$ cat src/rtl/core/ffba_pkg.sv
// ----------------------------------------------------------------------------
// ffba_pkg
// Shared types and constants of the first-fit block allocator.
// ----------------------------------------------------------------------------
package ffba_pkg;

   localparam int MAX_CELLS_DEF = 128;
   localparam int ID_BITS_DEF   = 16;

   localparam int MODE_W      = 2;
   localparam int SIZE_W      = 8;
   localparam int EID_W       = 16;
   localparam int STATUS_W    = 2;
   localparam int BID_W       = 16;
   localparam int REQ_TDATA_W = 32;
   localparam int RSP_TDATA_W = 24;
   localparam int CSR_ADDR_W  = 3;
   localparam int CSR_DATA_W  = 32;
   localparam int CNT_REG_W   = 8;

   localparam logic [CNT_REG_W-1:0] CELL_COUNT_RST = 8'd100;

   // register index taken from paddr[2]
   localparam logic REG_CELL_COUNT = 1'b0;

   localparam logic [MODE_W-1:0] MODE_ALLOC = 2'd0;
   localparam logic [MODE_W-1:0] MODE_ERASE = 2'd1;
   localparam logic [MODE_W-1:0] MODE_PACK  = 2'd2;

   localparam logic [STATUS_W-1:0] STATUS_OK      = 2'd0;
   localparam logic [STATUS_W-1:0] STATUS_NOROOM  = 2'd1;
   localparam logic [STATUS_W-1:0] STATUS_ILLEGAL = 2'd2;

   typedef enum logic [3:0] {
      S_CLEAR,
      S_IDLE,
      S_SCAN,
      S_FILL,
      S_ERASE,
      S_PACK,
      S_ZERO,
      S_RESP_OK,
      S_RESP_ALLOC,
      S_RESP_NOROOM,
      S_RESP_ILLEGAL,
      S_RESP_ERASE
   } state_type;

   typedef enum logic [2:0] {
      PH_IDLE,
      PH_CLEAR,
      PH_SCAN,
      PH_FILL,
      PH_ERASE,
      PH_PACK,
      PH_ZERO
   } phase_type;

   typedef enum logic [2:0] {
      RES_OK,
      RES_ALLOC,
      RES_NOROOM,
      RES_ILLEGAL,
      RES_ERASE
   } res_type;

   typedef struct packed {
      logic      start;
      phase_type phase;
      logic      load_rsp;
      res_type   res_kind;
   } cmd_type;

   typedef struct packed {
      logic clear_last;
      logic scan_found;
      logic scan_end;
      logic fill_last;
      logic zero_end;
      logic alloc_bad;
      logic erase_bad;
      logic rsp_free;
   } sts_type;

endpackage

$ cat src/rtl/core/ffba_ram.sv
// ----------------------------------------------------------------------------
// ffba_ram
// Generic single-write, single-read RAM with registered read data.
// ----------------------------------------------------------------------------
module ffba_ram #(
   parameter int WIDTH = 16,
   parameter int DEPTH = 128
) (
   input  logic                                       clock,
   input  logic                                       wr_en,
   input  logic [((DEPTH > 1) ? $clog2(DEPTH) : 1)-1:0] wr_addr,
   input  logic [WIDTH-1:0]                           wr_data,
   input  logic [((DEPTH > 1) ? $clog2(DEPTH) : 1)-1:0] rd_addr,
   output logic [WIDTH-1:0]                           rd_data
);

   logic [WIDTH-1:0] mem_ff [DEPTH];
   logic [WIDTH-1:0] rd_data_ff;

   always_ff @(posedge clock) begin
      if (wr_en) begin
         mem_ff[wr_addr] <= wr_data;
      end
      rd_data_ff <= mem_ff[rd_addr];
   end

   assign rd_data = rd_data_ff;

endmodule

$ cat src/rtl/core/ffba_ctrl.sv
// ----------------------------------------------------------------------------
// ffba_ctrl
// Sequencer: steps the datapath through clear, scan, fill, erase, pack, zero
// and result phases.
// ----------------------------------------------------------------------------
module ffba_ctrl (
   input  logic                       clock,
   input  logic                       reset,
   input  logic                       req_tvalid,
   input  logic [ffba_pkg::MODE_W-1:0] req_mode,
   output logic                       req_tready,
   input  ffba_pkg::sts_type          sts,
   output ffba_pkg::cmd_type          cmd
);
   import ffba_pkg::*;

   state_type state_ff;
   state_type state_in;

   always_ff @(posedge clock) begin
      if (reset) begin
         state_ff <= S_CLEAR;
      end else begin
         state_ff <= state_in;
      end
   end

   always_comb begin
      state_in = state_ff;
      unique case (state_ff)
         S_CLEAR: begin
            if (sts.clear_last) state_in = S_IDLE;
         end
         S_IDLE: begin
            if (req_tvalid) begin
               unique case (req_mode)
                  MODE_ALLOC: state_in = sts.alloc_bad ? S_RESP_NOROOM : S_SCAN;
                  MODE_ERASE: state_in = sts.erase_bad ? S_RESP_ILLEGAL : S_ERASE;
                  MODE_PACK:  state_in = S_PACK;
                  default:    state_in = S_RESP_OK;
               endcase
            end
         end
         S_SCAN: begin
            if (sts.scan_found) begin
               state_in = S_FILL;
            end else if (sts.scan_end) begin
               state_in = S_RESP_NOROOM;
            end
         end
         S_FILL: begin
            if (sts.fill_last) state_in = S_RESP_ALLOC;
         end
         S_ERASE: begin
            if (sts.scan_end) state_in = S_RESP_ERASE;
         end
         S_PACK: begin
            if (sts.scan_end) state_in = S_ZERO;
         end
         S_ZERO: begin
            if (sts.zero_end) state_in = S_RESP_OK;
         end
         S_RESP_OK, S_RESP_ALLOC, S_RESP_NOROOM, S_RESP_ILLEGAL, S_RESP_ERASE: begin
            if (sts.rsp_free) state_in = S_IDLE;
         end
         default: state_in = S_CLEAR;
      endcase
   end

   always_comb begin
      req_tready   = 1'b0;
      cmd.start    = 1'b0;
      cmd.phase    = PH_IDLE;
      cmd.load_rsp = 1'b0;
      cmd.res_kind = RES_OK;
      unique case (state_ff)
         S_CLEAR: cmd.phase = PH_CLEAR;
         S_IDLE: begin
            req_tready = 1'b1;
            cmd.start  = req_tvalid;
         end
         S_SCAN:  cmd.phase = PH_SCAN;
         S_FILL:  cmd.phase = PH_FILL;
         S_ERASE: cmd.phase = PH_ERASE;
         S_PACK:  cmd.phase = PH_PACK;
         S_ZERO:  cmd.phase = PH_ZERO;
         S_RESP_OK: begin
            cmd.load_rsp = 1'b1;
            cmd.res_kind = RES_OK;
         end
         S_RESP_ALLOC: begin
            cmd.load_rsp = 1'b1;
            cmd.res_kind = RES_ALLOC;
         end
         S_RESP_NOROOM: begin
            cmd.load_rsp = 1'b1;
            cmd.res_kind = RES_NOROOM;
         end
         S_RESP_ILLEGAL: begin
            cmd.load_rsp = 1'b1;
            cmd.res_kind = RES_ILLEGAL;
         end
         S_RESP_ERASE: begin
            cmd.load_rsp = 1'b1;
            cmd.res_kind = RES_ERASE;
         end
         default: cmd.phase = PH_IDLE;
      endcase
   end

endmodule

$ cat src/rtl/core/ffba_dp.sv
// ----------------------------------------------------------------------------
// ffba_dp
// Datapath: cell store, scan pointers, id counter, config register and the
// result register.
// ----------------------------------------------------------------------------
module ffba_dp #(
   parameter int MAX_CELLS = ffba_pkg::MAX_CELLS_DEF,
   parameter int ID_BITS   = ffba_pkg::ID_BITS_DEF
) (
   input  logic                            clock,
   input  logic                            reset,
   input  ffba_pkg::cmd_type               cmd,
   output ffba_pkg::sts_type               sts,
   input  logic [ffba_pkg::SIZE_W-1:0]     alloc_size,
   input  logic [ffba_pkg::EID_W-1:0]      erase_id,
   output logic                            rsp_tvalid,
   input  logic                            rsp_tready,
   output logic [ffba_pkg::STATUS_W-1:0]   rsp_status,
   output logic [ffba_pkg::BID_W-1:0]      rsp_block_id,
   input  logic                            csr_psel,
   input  logic                            csr_penable,
   input  logic                            csr_pwrite,
   input  logic [ffba_pkg::CSR_ADDR_W-1:0] csr_paddr,
   input  logic [ffba_pkg::CSR_DATA_W-1:0] csr_pwdata,
   output logic [ffba_pkg::CSR_DATA_W-1:0] csr_prdata
);
   import ffba_pkg::*;

   localparam int AW   = (MAX_CELLS > 1) ? $clog2(MAX_CELLS) : 1;
   localparam int CW   = $clog2(MAX_CELLS + 1);
   localparam int CMPW = (CW > CNT_REG_W) ? CW : CNT_REG_W;
   localparam int EW   = (ID_BITS > EID_W) ? ID_BITS : EID_W;
   localparam logic [CMPW-1:0] MAXC = CMPW'(MAX_CELLS);
   localparam logic [CW-1:0]   LAST_CELL = CW'(MAX_CELLS - 1);

   logic [CNT_REG_W-1:0] cfg_count_ff, cfg_count_in;
   logic [ID_BITS-1:0]   last_id_ff, last_id_in;
   logic [SIZE_W-1:0]    want_ff, want_in;
   logic [ID_BITS-1:0]   eid_ff, eid_in;
   logic [CW-1:0]        rd_ff, rd_in;
   logic [CW-1:0]        ev_ff, ev_in;
   logic                 ev_valid_ff, ev_valid_in;
   logic [CW-1:0]        wr_ff, wr_in;
   logic [CW-1:0]        end_ff, end_in;
   logic [SIZE_W-1:0]    run_ff, run_in;
   logic                 hit_ff, hit_in;
   logic                 rsp_valid_ff, rsp_valid_in;
   logic [STATUS_W-1:0]  rsp_status_ff, rsp_status_in;
   logic [BID_W-1:0]     rsp_id_ff, rsp_id_in;

   logic [CMPW-1:0]    cfg_ext;
   logic [CW-1:0]      used_n;
   logic [EW-1:0]      eid_w;
   logic [EW-1:0]      id_w;
   logic [ID_BITS-1:0] cell_rd;
   logic               cell_free;
   logic [SIZE_W:0]    run_inc;
   logic               rd_more;
   logic               scan_hit;
   logic               csr_wr;
   logic               rsp_free;

   logic               mem_we;
   logic [AW-1:0]      mem_waddr;
   logic [ID_BITS-1:0] mem_wdata;

   ffba_ram #(
      .WIDTH (ID_BITS),
      .DEPTH (MAX_CELLS)
   ) u_cells (
      .clock   (clock),
      .wr_en   (mem_we),
      .wr_addr (mem_waddr),
      .wr_data (mem_wdata),
      .rd_addr (rd_ff[AW-1:0]),
      .rd_data (cell_rd)
   );

   assign cfg_ext   = CMPW'(cfg_count_ff);
   assign used_n    = (cfg_ext > MAXC) ? CW'(MAXC) : CW'(cfg_ext);
   assign eid_w     = EW'(erase_id);
   assign id_w      = EW'(last_id_ff);
   assign cell_free = (cell_rd == '0);
   assign run_inc   = {1'b0, run_ff} + {{SIZE_W{1'b0}}, 1'b1};
   assign rd_more   = (rd_ff < used_n);
   assign scan_hit  = ev_valid_ff && cell_free && (run_inc >= {1'b0, want_ff});
   assign csr_wr    = csr_psel && csr_penable && csr_pwrite
                      && (csr_paddr[2] == REG_CELL_COUNT);
   assign rsp_free  = !rsp_valid_ff || rsp_tready;

   assign csr_prdata = (csr_paddr[2] == REG_CELL_COUNT)
                       ? CSR_DATA_W'(cfg_count_ff) : '0;

   always_comb begin
      sts.clear_last = (wr_ff == LAST_CELL);
      sts.scan_found = scan_hit;
      sts.scan_end   = !ev_valid_ff && !rd_more;
      sts.fill_last  = (CW'(wr_ff + 1'b1) == end_ff);
      sts.zero_end   = !(wr_ff < used_n);
      sts.alloc_bad  = (alloc_size == '0) || (&last_id_ff);
      sts.erase_bad  = (eid_w == '0) || ((eid_w >> ID_BITS) != '0);
      sts.rsp_free   = rsp_free;
   end

   always_comb begin
      mem_we    = 1'b0;
      mem_waddr = wr_ff[AW-1:0];
      mem_wdata = '0;
      case (cmd.phase)
         PH_CLEAR: mem_we = 1'b1;
         PH_FILL: begin
            mem_we    = 1'b1;
            mem_wdata = last_id_ff;
         end
         PH_ERASE: begin
            mem_we    = ev_valid_ff && (cell_rd == eid_ff);
            mem_waddr = ev_ff[AW-1:0];
         end
         PH_PACK: begin
            mem_we    = ev_valid_ff && !cell_free;
            mem_wdata = cell_rd;
         end
         PH_ZERO: mem_we = (wr_ff < used_n);
         default: mem_we = 1'b0;
      endcase
   end

   always_comb begin
      cfg_count_in  = cfg_count_ff;
      last_id_in    = last_id_ff;
      want_in       = want_ff;
      eid_in        = eid_ff;
      rd_in         = rd_ff;
      ev_in         = ev_ff;
      ev_valid_in   = ev_valid_ff;
      wr_in         = wr_ff;
      end_in        = end_ff;
      run_in        = run_ff;
      hit_in        = hit_ff;
      rsp_valid_in  = rsp_valid_ff;
      rsp_status_in = rsp_status_ff;
      rsp_id_in     = rsp_id_ff;

      if (csr_wr) cfg_count_in = csr_pwdata[CNT_REG_W-1:0];

      if (cmd.start) begin
         want_in     = alloc_size;
         eid_in      = eid_w[ID_BITS-1:0];
         rd_in       = '0;
         ev_valid_in = 1'b0;
         wr_in       = '0;
         run_in      = '0;
         hit_in      = 1'b0;
      end

      if (cmd.phase == PH_SCAN || cmd.phase == PH_ERASE || cmd.phase == PH_PACK) begin
         rd_in       = rd_more ? CW'(rd_ff + 1'b1) : rd_ff;
         ev_in       = rd_ff;
         ev_valid_in = rd_more;
      end

      case (cmd.phase)
         PH_CLEAR, PH_FILL: wr_in = CW'(wr_ff + 1'b1);
         PH_SCAN: begin
            if (ev_valid_ff) run_in = cell_free ? run_inc[SIZE_W-1:0] : '0;
            if (scan_hit) begin
               end_in     = CW'(ev_ff + 1'b1);
               wr_in      = CW'(ev_ff + 1'b1 - CW'(want_ff));
               last_id_in = last_id_ff + 1'b1;
            end
         end
         PH_ERASE: begin
            if (ev_valid_ff && (cell_rd == eid_ff)) hit_in = 1'b1;
         end
         PH_PACK: begin
            if (ev_valid_ff && !cell_free) wr_in = CW'(wr_ff + 1'b1);
         end
         PH_ZERO: begin
            if (wr_ff < used_n) wr_in = CW'(wr_ff + 1'b1);
         end
         default: ;
      endcase

      if (cmd.load_rsp && rsp_free) begin
         rsp_valid_in = 1'b1;
         rsp_id_in    = '0;
         case (cmd.res_kind)
            RES_ALLOC: begin
               rsp_status_in = STATUS_OK;
               rsp_id_in     = id_w[BID_W-1:0];
            end
            RES_NOROOM:  rsp_status_in = STATUS_NOROOM;
            RES_ILLEGAL: rsp_status_in = STATUS_ILLEGAL;
            RES_ERASE:   rsp_status_in = hit_ff ? STATUS_OK : STATUS_ILLEGAL;
            default:     rsp_status_in = STATUS_OK;
         endcase
      end else if (rsp_tready) begin
         rsp_valid_in = 1'b0;
      end
   end

   always_ff @(posedge clock) begin
      if (reset) begin
         cfg_count_ff <= CELL_COUNT_RST;
         last_id_ff   <= '0;
         rd_ff        <= '0;
         ev_valid_ff  <= 1'b0;
         wr_ff        <= '0;
         hit_ff       <= 1'b0;
         rsp_valid_ff <= 1'b0;
      end else begin
         cfg_count_ff <= cfg_count_in;
         last_id_ff   <= last_id_in;
         rd_ff        <= rd_in;
         ev_valid_ff  <= ev_valid_in;
         wr_ff        <= wr_in;
         hit_ff       <= hit_in;
         rsp_valid_ff <= rsp_valid_in;
      end
      want_ff       <= want_in;
      eid_ff        <= eid_in;
      ev_ff         <= ev_in;
      end_ff        <= end_in;
      run_ff        <= run_in;
      rsp_status_ff <= rsp_status_in;
      rsp_id_ff     <= rsp_id_in;
   end

   assign rsp_tvalid   = rsp_valid_ff;
   assign rsp_status   = rsp_status_ff;
   assign rsp_block_id = rsp_id_ff;

endmodule

$ cat src/rtl/core/first_fit_block_allocator_core.sv
// ----------------------------------------------------------------------------
// first_fit_block_allocator_core
// First-fit contiguous cell allocator with erase and compaction.
// ----------------------------------------------------------------------------
// Requests are handled one at a time against a one-write, one-read cell RAM
// that is walked one cell per clock, so the time per request follows the
// cell count n (cell_count, capped at MAX_CELLS): alloc scans up to the
// first fitting run, or all n cells when nothing fits, and then fills the
// run, erase walks all n cells, defragment copies the owned cells of all n
// cells down and then zeroes the rest, and every request then loads its
// result beat; a zero size alloc, an alloc with the ids used up, an erase of
// id zero and the unused mode skip the cell walk and go straight to their
// result beat. A new request is taken while the previous result beat still
// waits. After reset a clearing pass over all MAX_CELLS cells zeroes the
// cell RAM and holds req_tready low; configuration writes are taken at any
// time but should only be issued while the block is idle.
module first_fit_block_allocator_core #(
   parameter int MAX_CELLS = ffba_pkg::MAX_CELLS_DEF,
   parameter int ID_BITS   = ffba_pkg::ID_BITS_DEF
) (
   input  logic                             clock,
   input  logic                             reset,
   input  logic                             req_tvalid,
   output logic                             req_tready,
   // [1:0] mode, [9:2] alloc_size, [25:10] erase_id, [31:26] zero
   input  logic [ffba_pkg::REQ_TDATA_W-1:0] req_tdata,
   output logic                             rsp_tvalid,
   input  logic                             rsp_tready,
   // [1:0] status, [17:2] block_id, [23:18] zero
   output logic [ffba_pkg::RSP_TDATA_W-1:0] rsp_tdata,
   input  logic                             csr_psel,
   input  logic                             csr_penable,
   input  logic                             csr_pwrite,
   input  logic [ffba_pkg::CSR_ADDR_W-1:0]  csr_paddr,
   input  logic [ffba_pkg::CSR_DATA_W-1:0]  csr_pwdata,
   output logic [ffba_pkg::CSR_DATA_W-1:0]  csr_prdata,
   output logic                             csr_pready
);
   import ffba_pkg::*;

   cmd_type cmd;
   sts_type sts;

   logic [MODE_W-1:0]   req_mode;
   logic [SIZE_W-1:0]   req_size;
   logic [EID_W-1:0]    req_eid;
   logic [STATUS_W-1:0] rsp_status;
   logic [BID_W-1:0]    rsp_block_id;

   assign req_mode = req_tdata[MODE_W-1:0];
   assign req_size = req_tdata[MODE_W+SIZE_W-1:MODE_W];
   assign req_eid  = req_tdata[MODE_W+SIZE_W+EID_W-1:MODE_W+SIZE_W];

   assign rsp_tdata  = {{(RSP_TDATA_W-STATUS_W-BID_W){1'b0}}, rsp_block_id, rsp_status};
   assign csr_pready = 1'b1;

   ffba_ctrl u_ctrl (
      .clock      (clock),
      .reset      (reset),
      .req_tvalid (req_tvalid),
      .req_mode   (req_mode),
      .req_tready (req_tready),
      .sts        (sts),
      .cmd        (cmd)
   );

   ffba_dp #(
      .MAX_CELLS (MAX_CELLS),
      .ID_BITS   (ID_BITS)
   ) u_dp (
      .clock        (clock),
      .reset        (reset),
      .cmd          (cmd),
      .sts          (sts),
      .alloc_size   (req_size),
      .erase_id     (req_eid),
      .rsp_tvalid   (rsp_tvalid),
      .rsp_tready   (rsp_tready),
      .rsp_status   (rsp_status),
      .rsp_block_id (rsp_block_id),
      .csr_psel     (csr_psel),
      .csr_penable  (csr_penable),
      .csr_pwrite   (csr_pwrite),
      .csr_paddr    (csr_paddr),
      .csr_pwdata   (csr_pwdata),
      .csr_prdata   (csr_prdata)
   );

endmodule

$ cat config.mk
export PLATFORM = sky130hd
export DESIGN_NAME = first_fit_block_allocator_core
export DESIGN_NICKNAME = d
export VERILOG_FILES = /design/src/rtl/core/ffba_pkg.sv /design/src/rtl/core/ffba_ram.sv /design/src/rtl/core/ffba_ctrl.sv /design/src/rtl/core/ffba_dp.sv /design/src/rtl/core/first_fit_block_allocator_core.sv
export SDC_FILE = /design/constraint.sdc
export NUM_CORES = 2
export LEC_CHECK = 0
export BUFFER_PORTS_ARGS = -buffer_cell sky130_fd_sc_hd__buf_2
export CAP_MARGIN = 0
export CORE_ASPECT_RATIO = 0.8
export CORE_MARGIN = 2
export CORE_UTILIZATION = 50
export CTS_CLUSTER_DIAMETER = 120
export DETAILED_ROUTE_END_ITERATION = 10
export HOLD_SLACK_MARGIN = 0.06
export MAX_ROUTING_LAYER = met4
export PLACE_DENSITY = 0.66
export RECOVER_POWER = 50
export SYNTH_ARGS = -nofsm -noshare
export SYNTH_HDL_FRONTEND = slang
export SYNTH_SLANG_ARGS = --single-unit
$ cat constraint.sdc
create_clock -name clock -period 5.8 [get_ports clock]
set_clock_uncertainty 0.1 [all_clocks]
set_input_delay 0.87 -clock clock [delete_from_list [all_inputs] [get_ports clock]]
set_output_delay 0.87 -clock clock [all_outputs]
set_load 0.05 [all_outputs]
Word-level counts from Yosys, hierarchy flattened. Memories as Yosys holds them, arrays and structs flattened. A register that Yosys moved wholly into a read port is not among the register bits. Index checks and enable logic that the tools add are counted.

Reduce and logical (&&, ||, !) cells: 30. $lt $le $gt $ge: 4. $add $sub $neg: 6. Mux-type cells: 45. Eq/ne operators: 35. Bitwise logic cells: 1.

Operator list (count): 2-to-1 mux 8 bit (13); 2-to-1 mux 4 bit (11); logical NOT 16 bit (2); one-hot mux 16 bit (2 select lines) (1); one-hot mux 4 bit (8 select lines) (1); one-hot mux 8 bit (4 select lines) (1); adder 8 x 1 -> 8 bit (second input constant) (3); one-hot mux 4 bit (5 select lines) (1); one-hot mux 3 bit (6 select lines) (1); adder 16 x 1 -> 16 bit (second input constant) (1); == test 16 bit (1); == test 4 x 3 -> 1 bit (second input constant) (4); == test 4 bit (second input constant) (4); less-than comparator 8 bit (2); AND reduction 16 bit (1); == test 3 x 2 -> 1 bit (second input constant) (4); == test 3 bit (second input constant) (4); inequality test 2 bit (second input constant) (6); one-hot mux 4 bit (3 select lines) (1); 2-to-1 mux 1 bit (11); adder 8 x 1 -> 9 bit (second input constant) (1); greater-or-equal comparator 9 x 8 -> 1 bit (1); logical AND 1 bit (9); == test 4 x 2 -> 1 bit (second input constant) (2); other kinds (25) (35).

Memories: 1. Memory bits (writable): 2048. Flip-flop bits (word level): 113. Word-level logic and storage cells: 137. Output and inout port bits: 59. Input bits: 74.

Memories: u_dp.u_cells.mem_ff (depth 128, width 16, rd ports 1, clocked after memory_dff 1, write ports 1, RTL line ffba_ram.sv:17) `logic [WIDTH-1:0] mem_ff [DEPTH];`.

Depth between registers and ports, before layout.
Word-level depth: 8. Depth in mapped cells: 14. Gate-level depth less buffers: 14.

Cells and area by module. Synthesis repeated with hierarchy kept, for this count alone.

Cell total of the unflattened synthesis: 3865. Area total of the unflattened synthesis: 85995.0 um^2.

Modules (own cells, without submodules): ffba_ram (cells each 3086, area an instance 78522.8 um^2, seq. area each 61819.3 um^2, times used 1); ffba_dp (cells each 700, area an instance 6904.1 um^2, seq. area each 2762.6 um^2, times used 1); ffba_ctrl (cells each 70, area an instance 508.0 um^2, seq. area each 80.1 um^2, times used 1); first_fit_block_allocator_core (cells each 9, area an instance 60.1 um^2, seq. area each 0.0 um^2, times used 1).

Least setup slack after synthesis. No wires, ideal clock.

Path kind: reg-to-reg. Start: reg u_ctrl.state_ff[1]. End: mem u_dp.u_cells.mem_ff[0][0] (data pin). Arrival time: 3.220 ns. Cell stages (with the launch flop): 6. Setup slack: 1.948 ns. Data required time: 5.168 ns. Clock period less this slack: 3.852 ns. Path through: dfxtp_1 > clkbuf_1 > nand2b_1 > nor2_1 > clkbuf_1 > a22o_1.

Cells in the longest elaborated chain, start to end: 4. Elaborated cells between the ends (all ways): 10. Classes of those cells: 7 x eq/ne; 2 x mux; 1 x reduce/logical.

RTL lines: start: declaration (RTL line ffba_ctrl.sv:17) `state_type state_ff;`; start signal: assignment (RTL line ffba_ctrl.sv:24) `state_ff <= state_in;`; == test 4 x 3 -> 1 bit, or another cell as far along (RTL line ffba_ctrl.sv:76) `unique case (state_ff)`; one-hot mux 3 bit (6 select lines) * (RTL line ffba_ctrl.sv:76); == test 3 bit / == test 3 x 2 -> 1 bit (equally long branches) (RTL line ffba_dp.sv:109) `case (cmd.phase)`; one-hot mux 16 bit (2 select lines) * (RTL line ffba_dp.sv:109); named net u_dp.mem_wdata[0] (RTL line ffba_dp.sv:65) `logic [ID_BITS-1:0] mem_wdata;`; end: declaration (RTL line ffba_ram.sv:17).

The timed path passes the listed nets; every way through them passes the cells marked *.

Worst setup path in the final report.
Start: reg u_ctrl.state_ff[0]. End: mem u_dp.u_cells.mem_ff[117][1] (data pin).

Same word-level chain as after synthesis.

==> flow_metrics.tcl <==
set metrics [dict create \
    synth_mux_area_share_pct 16.9 \
    crit_path_max_fanout 48 \
    antenna_left 0 \
    place_inst 6349 \
    synth-xor-area-share_pct 0.619 \
    cts_made_buffers 201 \
    initial_utilization_pct 50.5 \
    start_kind "flip-flop" \
    tightest_slew_ns 2.62 \
    clkLatencyLatePin_ns 0.83 \
    critPathKind "flip-flop to flip-flop" \
    hpwl_um 119000 \
    end_kind "flip-flop" \
    cts_resized 0 \
    cts.sinks 2177 \
    grt_pass1_vias 40100 \
    synthDistinctLibCells 79 \
    slew_headroom_pct -74.6 \
    peakVddDrop_v 0.000316 \
    hold_violations 0 \
    leakage_nw 25.8 \
    run_status "finished with violations" \
    synth-simple-area-share_pct 2.98 \
    first_pass_iters 6 \
    synth_compound_area_share_pct 2.04 \
    avgSynthCellArea_um2 21.4 \
    maxCapViolCount 20 \
    postSynthCellCount 4013 \
    synth-seq-cells 2177 \
    antenna_found_initial 6 \
    synth_adder_area_share_pct 0.519 \
    core.rowCount 135 \
    setup_viol 0 \
    synth_top_family_by_area "multiplexers" \
    min_period_ns 4.99 \
    drt_iter0_markers 5564 \
    synth-edff-count 2106 \
    io_pins 133 \
    critPathRequiredTime_ns 6.14 \
    syn2layout_area_growth_pct 11.7 \
    layout-drive-gt1-share_pct 25.3 \
    whs_ns 0.144 \
    grtUsageTotal_pct 23.7 \
    core-area_mm2 0.170 \
    die_w_um 467 \
    async_flop_share_pct 0 \
    fin_tns_setup_ns 0 \
    final_max_slew_viol_count 1125 \
    vias 41400 \
    routed_wl_um 200000 \
    drc_errors 0 \
    place_congestion 0.912 \
    finalCritPeriodShare_pct 86.0 \
    synth_warnings 0 \
    dieHeight_um 374 \
    clockBufferDepth 3 \
    clkTransAtPathRegs_ns 0.06 \
    cts_tree "built" \
    die_area_mm2 0.175 \
    design_area_mm2 0.0958 \
    final_cells 6720 \
    dpl_cell_area_mm2 0.0898 \
    postCtsSetupRepairBufs 0 \
    avgViaCountPerCell 6.15 \
    fmax_ghz 0.200 \
    grt.overflow.total 0 \
    grt_pass1_wl_um 289000 \
    nets 4401 \
    ys_seq_area_share_pct 75.4 \
    htree_levels 4 \
    grt_max_degree 106 \
    cts_hold_buffers 0 \
    cts-root-buf "clkbuf_16" \
    final_util_pct 56.4 \
    timing.reg2reg.setup_slack_ns 0.81 \
    post_synth_instance_area_mm2 0.0857 \
    wl_per_cell_um 29.8 \
    failed_checks "capacitance limit, slew limit" \
    critPathArrivalTime_ns 5.33 \
    p_per_area_mw_per_mm2 353 \
    hp-class "input port to flip-flop" \
    rsz0062_at_grt "false" \
    portBuffers 69 \
    synth_ff_type "edfxtp_1" \
]
[through the flow]
stage / power, mW / worst slack, ns
final: 33.8 / 0.812
after global routing: 34.9 / 0.462
after CTS: 34.0 / 1.09
after detailed placement: 21.4 / 1.12
after global placement: 21.3 / 1.21
after floorplan: 20.3 / 1.95
[path summary, 6_finish.rpt]
| check | startpoint | end | cells after the start |
|---|---|---|---|
| setup / recovery | u_ctrl.state_ff[0] | u_dp.u_cells.mem_ff[117][1] | 4 |
| setup reg to reg | u_ctrl.state_ff[0] | u_dp.u_cells.mem_ff[117][1] | 4 |
| hold reg to reg | u_dp.run_ff[7] | u_dp.run_ff[7] | 2 |
| hold / removal | req_tdata[11] | u_dp.eid_ff[1] | 1 |
[state kept, by name, indices dropped and copies added (netlist names), 16 cells and up]
signal,flops
u_dp.u_cells.mem_ff,2048
u_dp.eid_ff,16
u_dp.id_w,16
u_dp.rsp_block_id,16
u_dp.u_cells.rd_data,16
[critical path, cell delays in order (launching register included)]
cell,delay [ns]
dfxtp_1,0.74
nand2b_1,0.25
nor2_1,0.87
a22o_1,1.51
clkbuf_2,1.02
[cells in the mapped netlist, types with 20 or more instances]
cell type,n,area (um2)
mux4_2,578,13000
mux2i_1,143,1430
nor2_1,180,676
a21oi_1,48,240
buf_2,67,335
edfxtp_1,2106,63200
o21ai_0,30,150
a22oi_1,62,465
xnor2_1,34,298
buf_4,39,293
dfxtp_1,71,1420
xor2_1,24,210
nand3_1,62,310
ha_1,34,425
nor2b_1,35,219
clkbuf_1,97,364
nand2_1,91,342
buf_1,20,75.1
inv_1,28,105
[cells by family after synthesis]
family	after synthesis
adders and majority gates	35
other	2
AOI/OAI and AO/OA	243
muxes	723
DFF	2177
buffers and inverters	265
xor gates and xnor gates	59
and+or+nand+nor	509
[layout make-up]
| class | instances | area [um2] |
|---|---|---|
| antenna | 1 | 2.50 |
| inverter | 29 | 109 |
| clock inverter | 125 | 967 |
| tap | 2260 | 2830 |
| multi-input combinational | 1600 | 19900 |
| clock buffer | 245 | 5320 |
| fill | 12500 | 74000 |
| sequential | 2177 | 64700 |
| timing repair buffer | 283 | 2030 |
[cells in the final DEF (no fill, tap or decap), drive strengths merged, types with 11 or more instances in the layout]
master / count
conb: 31
xor2: 24
o2111ai: 15
edfxtp: 2106
and2: 18
or3: 14
buf: 209
nand3b: 11
a21oi: 49
inv: 36
o21ai: 35
a22o: 17
mux2i: 144
nor2b: 36
xnor2: 34
bufinv: 12
mux4: 578
ha: 34
dfxtp: 71
nand2b: 13
clkinv: 96
nor4: 16
nor3: 17
nor2: 184
a22oi: 62
o31ai: 12
nand2: 91
nand3: 70
nand4: 19
clkbuf: 319
[layer usage]
layer	track usage, %	wire (um)	vias to the layer above
met2	32.3	88000	1921
met1	36.1	87800	21900
met4	5.79	4570	0
met5	-	0	-
met3	5.61	19900	253
li1	-	-	17300
[report_power, final]
part / internal [mW] / total [mW] / switching, mW / leakage, nW
Combinational: 1.23 / 3.28 / 2.05 / 5.74
Clock: 7.06 / 12.8 / 5.71 / 3.08
Sequential: 17.4 / 17.8 / 0.303 / 17.0
No activity file was read; power rests on OpenSTA's default activity.
